===== src/rtl/lcdtr_pkg.sv =====
package lcdtr_pkg;

   // Display geometry
   localparam int PAGE_COUNT   = 4;
   localparam int COLUMN_COUNT = 128;

   localparam int GLYPH_COLS  = 5;
   localparam int CHAR_ADV    = 6;
   localparam int FONT_DEPTH  = 64;
   localparam int FONT_AW     = $clog2(FONT_DEPTH);
   localparam int FONT_W      = 8 * GLYPH_COLS;

   // Request modes
   localparam logic [1:0] MODE_SET_POS = 2'd0;
   localparam logic [1:0] MODE_CHAR    = 2'd1;
   localparam logic [1:0] MODE_INIT    = 2'd2;
   localparam logic [1:0] MODE_NONE    = 2'd3;

   // Controller commands
   localparam logic [7:0] CMD_PAGE   = 8'hB0;
   localparam logic [7:0] CMD_COL_HI = 8'h10;
   localparam logic [7:0] GLYPH_LO   = 8'h20;
   localparam logic [7:0] GLYPH_HI   = 8'h5F;
   localparam logic [7:0] LOWER_LO   = 8'h61;
   localparam logic [7:0] LOWER_HI   = 8'h7A;
   localparam logic [7:0] CASE_FOLD  = 8'h20;

   localparam logic [7:0] INIT_SEQ [8] = '{
      8'hAE, 8'hA2, 8'hA0, 8'hC8, 8'h22, 8'h2F, 8'h40, 8'hAF
   };

   typedef struct packed {
      logic [1:0] mode;
      logic [1:0] page_in;
      logic [6:0] column_in;
      logic [7:0] char_code;
   } req_type;

   typedef struct packed {
      logic [7:0] out_byte;
      logic       is_data;
      logic       last;
   } rsp_type;

   // 5x7 font, column 0 in the top byte
   localparam logic [FONT_W-1:0] FONT [FONT_DEPTH] = '{
      40'h0000000000, 40'h00005F0000, 40'h0007000700, 40'h147F147F14,
      40'h242A7F2A12, 40'h2313086462, 40'h3649562050, 40'h0008070300,
      40'h001C224100, 40'h0041221C00, 40'h2A1C7F1C2A, 40'h08083E0808,
      40'h0080703000, 40'h0808080808, 40'h0000606000, 40'h2010080402,
      40'h3E5149453E, 40'h00427F4000, 40'h7249494946, 40'h2141494D33,
      40'h1814127F10, 40'h2745454539, 40'h3C4A494931, 40'h4121110907,
      40'h3649494936, 40'h464949291E, 40'h0000140000, 40'h0040340000,
      40'h0008142241, 40'h1414141414, 40'h0041221408, 40'h0201590906,
      40'h3E415D594E, 40'h7C1211127C, 40'h7F49494936, 40'h3E41414122,
      40'h7F4141413E, 40'h7F49494941, 40'h7F09090901, 40'h3E4149497A,
      40'h7F0808087F, 40'h00417F4100, 40'h2040413F01, 40'h7F08142241,
      40'h7F40404040, 40'h7F021C027F, 40'h7F0408107F, 40'h3E4141413E,
      40'h7F09090906, 40'h3E4151215E, 40'h7F09192946, 40'h4649494931,
      40'h01017F0101, 40'h3F4040403F, 40'h1F2040201F, 40'h7F2018207F,
      40'h6314081463, 40'h0304780403, 40'h6151494543, 40'h00007F4141,
      40'h0204081020, 40'h41417F0000, 40'h0402010204, 40'h4040404040
   };

endpackage


===== src/rtl/lcd_text_renderer_core.sv =====
// Channel   Dir  Fields                                   Handshake
// req_      in   mode, page_in, column_in, char_code      req_valid / req_ready
// rsp_      out  out_byte, is_data, last                  rsp_valid / rsp_ready
//
// One output byte per cycle: set position gives 3, init 8, a character 6,
// or 9 when it wraps. The single byte sequencer sets the rate; the next item
// is taken in the cycle its predecessor's last byte enters the output register.
// Synchronous active-high reset clears the cursor (page 0, column 0) and
// all valid flags. A stalled rsp_ready holds the output register and the
// sequencer; mode 3 items are taken and produce nothing.
module lcd_text_renderer_core #(
   parameter int PAGE_COUNT   = lcdtr_pkg::PAGE_COUNT,
   parameter int COLUMN_COUNT = lcdtr_pkg::COLUMN_COUNT
) (
   input  logic               clock,
   input  logic               reset,
   input  logic               req_valid,
   output logic               req_ready,
   input  lcdtr_pkg::req_type req_data,
   output logic               rsp_valid,
   input  logic               rsp_ready,
   output lcdtr_pkg::rsp_type rsp_data
);

   localparam logic [7:0] WRAP_LIMIT = 8'(COLUMN_COUNT - 6);
   localparam logic [3:0] PAGE_MOD   = 4'(PAGE_COUNT);

   // Sequencer steps: 0..2 cursor commands, 3..7 glyph columns, 8 blank.
   // Init runs 0..7 through the init table.
   localparam logic [3:0] STEP_GLYPH = 4'd3;
   localparam logic [3:0] STEP_BLANK = 4'd8;
   localparam logic [3:0] STEP_CURS  = 4'd2;
   localparam logic [3:0] STEP_INIT  = 4'd7;

   // cursor state
   logic [1:0] cur_page_ff, cur_page_in;
   logic [7:0] cur_col_ff,  cur_col_in;

   // job in progress
   logic       job_valid_ff, job_valid_in;
   logic [1:0] job_mode_ff,  job_mode_in;
   logic [1:0] job_page_ff,  job_page_in;
   logic [7:0] job_col_ff,   job_col_in;
   logic [3:0] step_ff,      step_in;
   logic [3:0] last_step_ff, last_step_in;

   // output register
   logic                rsp_valid_ff, rsp_valid_in;
   lcdtr_pkg::rsp_type  rsp_data_ff,  rsp_data_in;

   logic                             accept;
   logic                             out_adv;
   logic                             emit;
   logic                             job_final;
   logic                             wrap;
   logic [3:0]                       page_nx;
   logic [7:0]                       ch;
   logic [lcdtr_pkg::FONT_AW-1:0]    glyph_idx;
   logic                             rom_rd;
   logic [lcdtr_pkg::FONT_W-1:0]     glyph_q;
   logic [7:0]                       byte_sel;

   assign out_adv   = !rsp_valid_ff || rsp_ready;
   assign job_final = step_ff == last_step_ff;
   assign emit      = job_valid_ff && out_adv;
   assign req_ready = !job_valid_ff || (out_adv && job_final);
   assign accept    = req_valid && req_ready;

   // Character folding and font index
   always_comb begin
      ch = req_data.char_code;
      if (ch >= lcdtr_pkg::LOWER_LO && ch <= lcdtr_pkg::LOWER_HI) begin
         ch = ch - lcdtr_pkg::CASE_FOLD;
      end
      if (ch < lcdtr_pkg::GLYPH_LO || ch > lcdtr_pkg::GLYPH_HI) begin
         ch = lcdtr_pkg::GLYPH_LO;
      end
      glyph_idx = lcdtr_pkg::FONT_AW'(ch - lcdtr_pkg::GLYPH_LO);
   end

   assign rom_rd = accept && req_data.mode == lcdtr_pkg::MODE_CHAR;

   lcdtr_font_rom u_font (
      .clock      (clock),
      .rd_en      (rom_rd),
      .rd_addr    (glyph_idx),
      .rd_data_ff (glyph_q)
   );

   // Next page on wrap: (page + 1) mod PAGE_COUNT by repeated subtraction,
   // the sum never exceeds 4.
   always_comb begin
      page_nx = {2'b00, cur_page_ff} + 4'd1;
      for (int i = 0; i < 4; i++) begin
         if (page_nx >= PAGE_MOD) begin
            page_nx = page_nx - PAGE_MOD;
         end
      end
   end

   assign wrap = cur_col_ff > WRAP_LIMIT;

   // Step advance on emit, cursor update and job load at accept
   always_comb begin
      cur_page_in  = cur_page_ff;
      cur_col_in   = cur_col_ff;
      job_mode_in  = job_mode_ff;
      job_page_in  = job_page_ff;
      job_col_in   = job_col_ff;
      step_in      = step_ff;
      last_step_in = last_step_ff;
      job_valid_in = job_valid_ff;

      if (emit) begin
         step_in = step_ff + 4'd1;
         if (job_final) begin
            job_valid_in = 1'b0;
         end
      end

      if (accept) begin
         job_mode_in = req_data.mode;
         unique case (req_data.mode)
            lcdtr_pkg::MODE_SET_POS: begin
               cur_page_in  = req_data.page_in;
               cur_col_in   = {1'b0, req_data.column_in};
               job_page_in  = req_data.page_in;
               job_col_in   = {1'b0, req_data.column_in};
               step_in      = '0;
               last_step_in = STEP_CURS;
               job_valid_in = 1'b1;
            end
            lcdtr_pkg::MODE_CHAR: begin
               if (wrap) begin
                  cur_page_in = page_nx[1:0];
                  job_page_in = page_nx[1:0];
                  job_col_in  = '0;
                  cur_col_in  = 8'(lcdtr_pkg::CHAR_ADV);
                  step_in     = '0;
               end else begin
                  cur_col_in  = cur_col_ff + 8'(lcdtr_pkg::CHAR_ADV);
                  step_in     = STEP_GLYPH;
               end
               last_step_in = STEP_BLANK;
               job_valid_in = 1'b1;
            end
            lcdtr_pkg::MODE_INIT: begin
               step_in      = '0;
               last_step_in = STEP_INIT;
               job_valid_in = 1'b1;
            end
            default: begin
               // unused mode: taken and dropped
            end
         endcase
      end
   end

   // Byte for the current step
   always_comb begin
      case (step_ff)
         4'd0:    byte_sel = lcdtr_pkg::CMD_PAGE | {6'b0, job_page_ff};
         4'd1:    byte_sel = lcdtr_pkg::CMD_COL_HI | {4'b0, job_col_ff[7:4]};
         4'd2:    byte_sel = {4'b0, job_col_ff[3:0]};
         4'd3:    byte_sel = glyph_q[39:32];
         4'd4:    byte_sel = glyph_q[31:24];
         4'd5:    byte_sel = glyph_q[23:16];
         4'd6:    byte_sel = glyph_q[15:8];
         4'd7:    byte_sel = glyph_q[7:0];
         default: byte_sel = '0;
      endcase
      if (job_mode_ff == lcdtr_pkg::MODE_INIT) begin
         byte_sel = lcdtr_pkg::INIT_SEQ[step_ff[2:0]];
      end
   end

   always_comb begin
      rsp_valid_in = rsp_valid_ff;
      rsp_data_in  = rsp_data_ff;
      if (out_adv) begin
         rsp_valid_in = emit;
      end
      if (emit) begin
         rsp_data_in.out_byte = byte_sel;
         rsp_data_in.is_data  = job_mode_ff == lcdtr_pkg::MODE_CHAR && step_ff >= STEP_GLYPH;
         rsp_data_in.last     = job_final;
      end
   end

   always_ff @(posedge clock) begin
      if (reset) begin
         cur_page_ff  <= '0;
         cur_col_ff   <= '0;
         job_valid_ff <= 1'b0;
         rsp_valid_ff <= 1'b0;
         step_ff      <= '0;
         last_step_ff <= '0;
         job_mode_ff  <= lcdtr_pkg::MODE_NONE;
      end else begin
         cur_page_ff  <= cur_page_in;
         cur_col_ff   <= cur_col_in;
         job_valid_ff <= job_valid_in;
         rsp_valid_ff <= rsp_valid_in;
         step_ff      <= step_in;
         last_step_ff <= last_step_in;
         job_mode_ff  <= job_mode_in;
      end
   end

   // payload, no reset
   always_ff @(posedge clock) begin
      job_page_ff <= job_page_in;
      job_col_ff  <= job_col_in;
      rsp_data_ff <= rsp_data_in;
   end

   assign rsp_valid = rsp_valid_ff;
   assign rsp_data  = rsp_data_ff;

endmodule


===== src/rtl/lcdtr_font_rom.sv =====
module lcdtr_font_rom (
   input  logic                               clock,
   input  logic                               rd_en,
   input  logic [lcdtr_pkg::FONT_AW-1:0]      rd_addr,
   output logic [lcdtr_pkg::FONT_W-1:0]       rd_data_ff
);

   logic [lcdtr_pkg::FONT_W-1:0] rom [lcdtr_pkg::FONT_DEPTH];

   assign rom = lcdtr_pkg::FONT;

   // synchronous read, data held until the next read
   always_ff @(posedge clock) begin
      if (rd_en) begin
         rd_data_ff <= rom[rd_addr];
      end
   end

endmodule

===== config.mk =====
export PLATFORM = sky130hd
export DESIGN_NAME = lcd_text_renderer_core
export DESIGN_NICKNAME = d
export VERILOG_FILES = /design/src/rtl/lcdtr_pkg.sv /design/src/rtl/lcd_text_renderer_core.sv /design/src/rtl/lcdtr_font_rom.sv
export SDC_FILE = /design/constraint.sdc
export NUM_CORES = 1
export LEC_CHECK = 0
export CAP_MARGIN = 0
export CORE_MARGIN = 1
export CORE_UTILIZATION = 59
export DETAILED_ROUTE_END_ITERATION = 10
export DONT_BUFFER_PORTS = 1
export PLACE_DENSITY = 0.78
export RECOVER_POWER = 100
export SLEW_MARGIN = 25
export SYNTH_ARGS = -nofsm -noshare
export SYNTH_HDL_FRONTEND = slang
export SYNTH_HIERARCHICAL = 1
export SYNTH_SLANG_ARGS = --single-unit

===== constraint.sdc =====
create_clock -name clock -period 3.95 [get_ports clock]
set_clock_uncertainty 0.15 [all_clocks]
set_input_delay 0.79 -clock clock [delete_from_list [all_inputs] [get_ports clock]]
set_output_delay 0.79 -clock clock [all_outputs]
set_load 0.1 [all_outputs]

== Yosys cells after proc, flatten, opt, wreduce, memory -nomap -nowiden ==
Memories as Yosys holds them, arrays and structs flattened. A register that Yosys moved wholly into a read port is not among the register bits.
Index checks and enable logic that the tools add are counted.
Storage, ports and cells
  register bits after elaboration: 42
  bits in latches: 0
  memory bits (writable): 0
  bits in read-only memories: 2624
  output and inout port bits: 12
  logic and storage cells: 94
  memories kept: 2
Cells by class
  add/sub/neg operators: 9
  multipliers: 0
  divide/modulo/power cells: 0
  order comparisons: 11
  equal/unequal tests: 13
  shift operators: 0
  multiplexer cells: 25
  bitwise operators: 2
  reductions and logical operators: 20
Memories
  (no name shown): words 64, width 40, rd ports 1, clocked after memory_dff 1, write ports 0, line lcdtr_font_rom.sv:15  | rd_data_ff <= rom[rd_addr];
  (no name shown): words 8, width 8, rd ports 1, clocked after memory_dff 0, write ports 0, line lcd_text_renderer_core.sv:173  | byte_sel = lcdtr_pkg::INIT_SEQ[step_ff[2:0]];
Operators with widths (number)
  case mux 8 bit (8 select lines): 1
  2-to-1 mux 8 bit: 6
  case mux 8 bit (2 select lines): 2
  2-to-1 mux 4 bit: 5
  equality test 4 x 3 -> 1 bit (second input constant): 4
  greater-than comparator 8 x 7 -> 1 bit (second input constant): 2
  greater-or-equal comparator 4 x 3 -> 1 bit (second input constant): 3
  case mux 4 bit (3 select lines): 1
  adder 8 x 3 -> 8 bit (second input constant): 1
  equality test 4 x 2 -> 1 bit (second input constant): 2
  greater-or-equal comparator 8 x 7 -> 1 bit (second input constant): 1
  <= comparator 8 x 7 -> 1 bit (second input constant): 1
  < comparator 8 x 6 -> 1 bit (second input constant): 1
  case mux 4 bit (2 select lines): 1
  subtractor 4 x 3 -> 4 bit (second input constant): 2
  subtractor 8 x 6 -> 8 bit (second input constant): 1
  inverter 6 -> 7 bit: 1
  logical AND 1 bit: 6
  2-to-1 mux 2 bit: 3
  2-to-1 mux 6 bit: 1
  subtractor 6 bit (second input constant): 1
  adder 4 x 1 -> 4 bit (second input constant): 1
  equality test 2 x 1 -> 1 bit (second input constant): 2
  equality test 2 bit (second input constant): 2
  other kinds (22): 29

== Depth between registers and ports, before layout ==
  depth after elaboration: 11
  depth in mapped cells: 13
  mapped depth without buffers: 11

== Cells and area by module ==
The synthesis kept the hierarchy.
Modules (own cells, without submodules)
  lcdtr_font_rom: times used 1, cells each 459, area each 3791.1 µm²
  lcd_text_renderer_core: times used 1, cells each 261, area each 2371.0 µm²

== Worst setup path before layout ==
Ideal clock, no wire load.
  kind: in2reg
  start: in req_data[5] (netlist name)
  end: reg u_font/rd_data_ff[2] (netlist name) (data pin)
  setup time: 0.261 ns
  arrival: 3.417 ns
  required time: 3.539 ns
  slack: 0.122 ns
  stages on the path: 13
  buffers on the path: 2
  path through: inv_1 > ha_1 > o41ai_1 > o211a_1 > and2_1 > buf_2 > inv_1 > ha_1 > buf_2 > nor2b_1 > o21ai_0 > nand2_1 > o32a_1
On the way
  word-level cells in the longest chain between the ends: 8
  elaborated cells on any way between the ends: 11
RTL lines
  start: declaration: line lcd_text_renderer_core.sv:19  | input lcdtr_pkg::req_type req_data,
  greater-or-equal comparator 8 x 7 -> 1 bit or <= comparator 8 x 7 -> 1 bit (tied branches): line lcd_text_renderer_core.sv:72  | if (ch >= lcdtr_pkg::LOWER_LO && ch <= lcdtr_pkg::LOWER_HI) begin
  logical AND 1 bit: line lcd_text_renderer_core.sv:72
  2-to-1 mux 8 bit (*): line lcd_text_renderer_core.sv:72
  < comparator 8 x 6 -> 1 bit or greater-than comparator 8 x 7 -> 1 bit (tied branches): line lcd_text_renderer_core.sv:75  | if (ch < lcdtr_pkg::GLYPH_LO || ch > lcdtr_pkg::GLYPH_HI) begin
  logical OR 1 bit: line lcd_text_renderer_core.sv:75
  2-to-1 mux 6 bit (*): line lcd_text_renderer_core.sv:75
  net ch[0]: line lcd_text_renderer_core.sv:57  | logic [7:0] ch;
  subtractor 6 bit (*): line lcd_text_renderer_core.sv:78  | glyph_idx = lcdtr_pkg::FONT_AW'(ch - lcdtr_pkg::GLYPH_LO);
  inverter 6 -> 7 bit (not written as such) (*): line lcdtr_font_rom.sv:15
  end: declaration: line lcdtr_font_rom.sv:5  | output logic [lcdtr_pkg::FONT_W-1:0] rd_data_ff
The timed path passes the listed nets; every way through them passes the cells marked *.
A chain may end at the register's enable or synchronous reset.

== Worst setup path in the final report ==
  start: in req_data[5] (netlist name)
  end: reg u_font/rd_data_ff[12] (netlist name) (data pin)
The elaborated chain is that of the path after synthesis.

==> results.toml <==
[clock_network]
cts_setup_buffers = 0
clock_latency_ps = 360
cts.repair.resized = 0
clockRootBuffer = "clkbuf_8"
numCtsBuffers = 9
numClockSinks = 76
cts_tree = "done"
path_clk_slew_ps = 110
cts_buffer_depth = 2
cts_hold_buf = 0
h-tree-depth = 3

[power_and_ir_drop]
peakVddDrop_v = 0.0002356
pwr_density_cell_mw_per_mm2 = 366.0
p_leak_nw = 2.505

[final_layout]
syn_to_final_growth_pct = 9.584
diodes = 0
fin_nets = 778
drive_above_1_share = 0.1320

[status]
status = "finished clean"

[route]
drc_errors = 0
routed_via_density = 7.319
antenna_left = 0
vias = 6353
wire_per_inst_um = 25.18
routed_wl_mm = 21.85
drt-pass1-iter-count = 9
first_iter_violations = 1025

[critical_path]
end_kind = "flip-flop"
crit_type = "input pin to flip-flop"
cp.required_ps = 3870
crit_path_max_fanout = 8
crit_arrival_ps = 3620
critPathLaunchType = "input pin"

[yosys]
ys_async_sr_fraction = 0
yosysUniqueCellTypes = 78
synth_area_per_cell_um2 = 8.559
synth_edf_count = 55
synth_seq_area_share = 0.3362
syn_inst = 720
synth-seq-cells = 76
synth_warnings = 6
synthFlopType = "edfxtp_1"
syn-cell-area_mm2 = 0.006162

[global_route]
first_global_vias = 5912
antenna_found_initial = 0
grt_max_degree = 52
track_usage = 0.4018
grt_first_pass_wirelength_mm = 33.32
overflow = 0

[die]
io_pins = 35
fp.dieH_um = 104.2
start_util = 0.6190
row_count = 36
coreArea_mm2 = 0.009955
fp.dieW_um = 104.2
dieArea_mm2 = 0.01086

[sta]
setup_viol = 0
layout_min_cycle_time_ps = 3696
tns_ps = 0
slew-limit-headroom = 0.2103
rsz0062_at_grt = "false"
max_freq_mhz = 270.5
final-max-slew-violation-count = 0
hold_violations = 0
post-route-period-util = 0.9358
max_slew.worst_pin.slew_ps = 1185
hold_ws_ps = 332.0

[flow_run]
maxCapViolations = 0

[worst_hold_path]
hold_class = "input pin to flip-flop"

[placement]
dp_hpwl_mm = 15.75
finalWeightedCongestion = 1.090
io_buffer_count = 0
[worst max-delay path, stage by stage]
cell,delay [ps]
inv_1,30
ha_1,280
o41ai_1,420
o211a_1,240
and2_1,170
inv_1,100
ha_1,270
clkbuf_1,250
and3_1,290
or3_1,330
a221oi_1,330
a21oi_1,110
[worst paths after layout]
kind,cells after the start,from,endpoint,slack (ps)
setup reg to reg,6,rsp_valid$_SDFFE_PP0N_,cur_page_ff[0]$_SDFFE_PP0P_,420
hold reg to reg,2,cur_col_ff[0]$_SDFFE_PP0P_,cur_col_ff[0]$_SDFFE_PP0P_,340
setup / recovery,12,req_data[5],u_font/rd_data_ff[12]$_DFFE_PP_,250
hold / removal,1,reset,job_valid_ff$_SDFF_PP0_,330
[synth_stat cells (7+ instances only)]
cell type,n,share of area
o311ai_0,8,0.011
nor3_1,20,0.016
nand2b_1,24,0.024
buf_4,12,0.015
buf_2,27,0.022
o211ai_1,11,0.013
dfxtp_1,21,0.068
a32oi_1,9,0.013
clkbuf_1,22,0.013
nand2_1,53,0.032
ha_1,25,0.051
a211oi_1,17,0.021
and2_1,15,0.015
o21ai_0,47,0.038
nor2_1,52,0.032
o22ai_1,7,0.0071
o21ai_1,8,0.0065
inv_1,18,0.011
mux2i_1,10,0.016
a221oi_1,8,0.011
a21oi_1,51,0.041
nand3_1,21,0.017
nor2b_1,19,0.019
a31oi_1,10,0.010
edfxtp_1,55,0.27
a22oi_1,9,0.011
and3_1,10,0.010
[report_power, final]
| part | total [W] | internal (W) | switching (W) |
|---|---|---|---|
| sequential | 0.00106 | 0.000944 | 0.000119 |
| clock | 0.000690 | 0.000343 | 0.000347 |
| combinational | 0.000719 | 0.000266 | 0.000453 |
[per-layer routing]
metal,global-route usage,routed length [µm],vias up
li1,-,-,2733
met1,0.5486,8353,2988
met2,0.5676,8990,528
met3,0.1096,3116,104
met4,0.2357,1394,0
met5,0,0,-
[kinds of logic after synthesis]
kind of cell,synth area share
compound gates,0.2885
simple gates,0.2075
buf+inv,0.07127
flops,0.3362
fa+ha+maj,0.05076
mux,0.03513
xor+xnor,0.009949
other cells,0.0006086
[layout make-up]
type,instances,area (µm²)
multi-input cells,559,3655
clock inverters,6,73.82
flip-flops and latches,76,2072
clock buffers,10,148.9
fillers,811,3202
well taps,133,166.4
repair buffers,64,561.8
inverters,20,75.07
[sequential cells by signal, summed over array words and instances, names as in the netlist]
signal	flops
job_valid_ff	1
u_font/rd_data_ff	36
last_step_ff	3
step_ff	4
rsp_data	10
job_col_ff	7
cur_col_ff	8
job_mode_ff	2
rsp_valid	1
cur_page_ff	2
job_page_ff	2
[layout by cell type, fill, tap and decap left out, drive strengths merged, types with 5 or more instances in the layout]
master and count:
a211o 5, a211oi 17, a21o 6, a21oi 52, a221oi 8, a22oi 9, a311o 6, a31oi 10
a32oi 9, and2 15, and3 10, buf 56, clkbuf 18, dfxtp 21, edfxtp 55, ha 25
inv 25, mux2i 10, nand2 53, nand2b 26, nand3 21, nand3b 6, nor2 53, nor2b 19
nor3 20, nor3b 7, o211ai 12, o21ai 56, o22ai 7, o311ai 8, or3 5, xnor2 5
[stage by stage]
| stage | total power [W] | cell area, µm² | util | setup slack, ps | instances |
|---|---|---|---|---|---|
| after floorplan | 0.001556 | 6173 | - | 121.8 | 723 |
| final | 0.002472 | 6753 | 0.6784 | 253.7 | 868 |
| after CTS | 0.002450 | 6798 | 0.6829 | 172.9 | 868 |
| after global routing | 0.002544 | 6753 | 0.6784 | 43.66 | 868 |
| after detailed placement | 0.001777 | 6575 | 0.6605 | -182.3 | 852 |
| after global placement | 0.001764 | 6575 | 0.6605 | -76.80 | 852 |
Note: power is estimated with default switching activity, not from simulation.
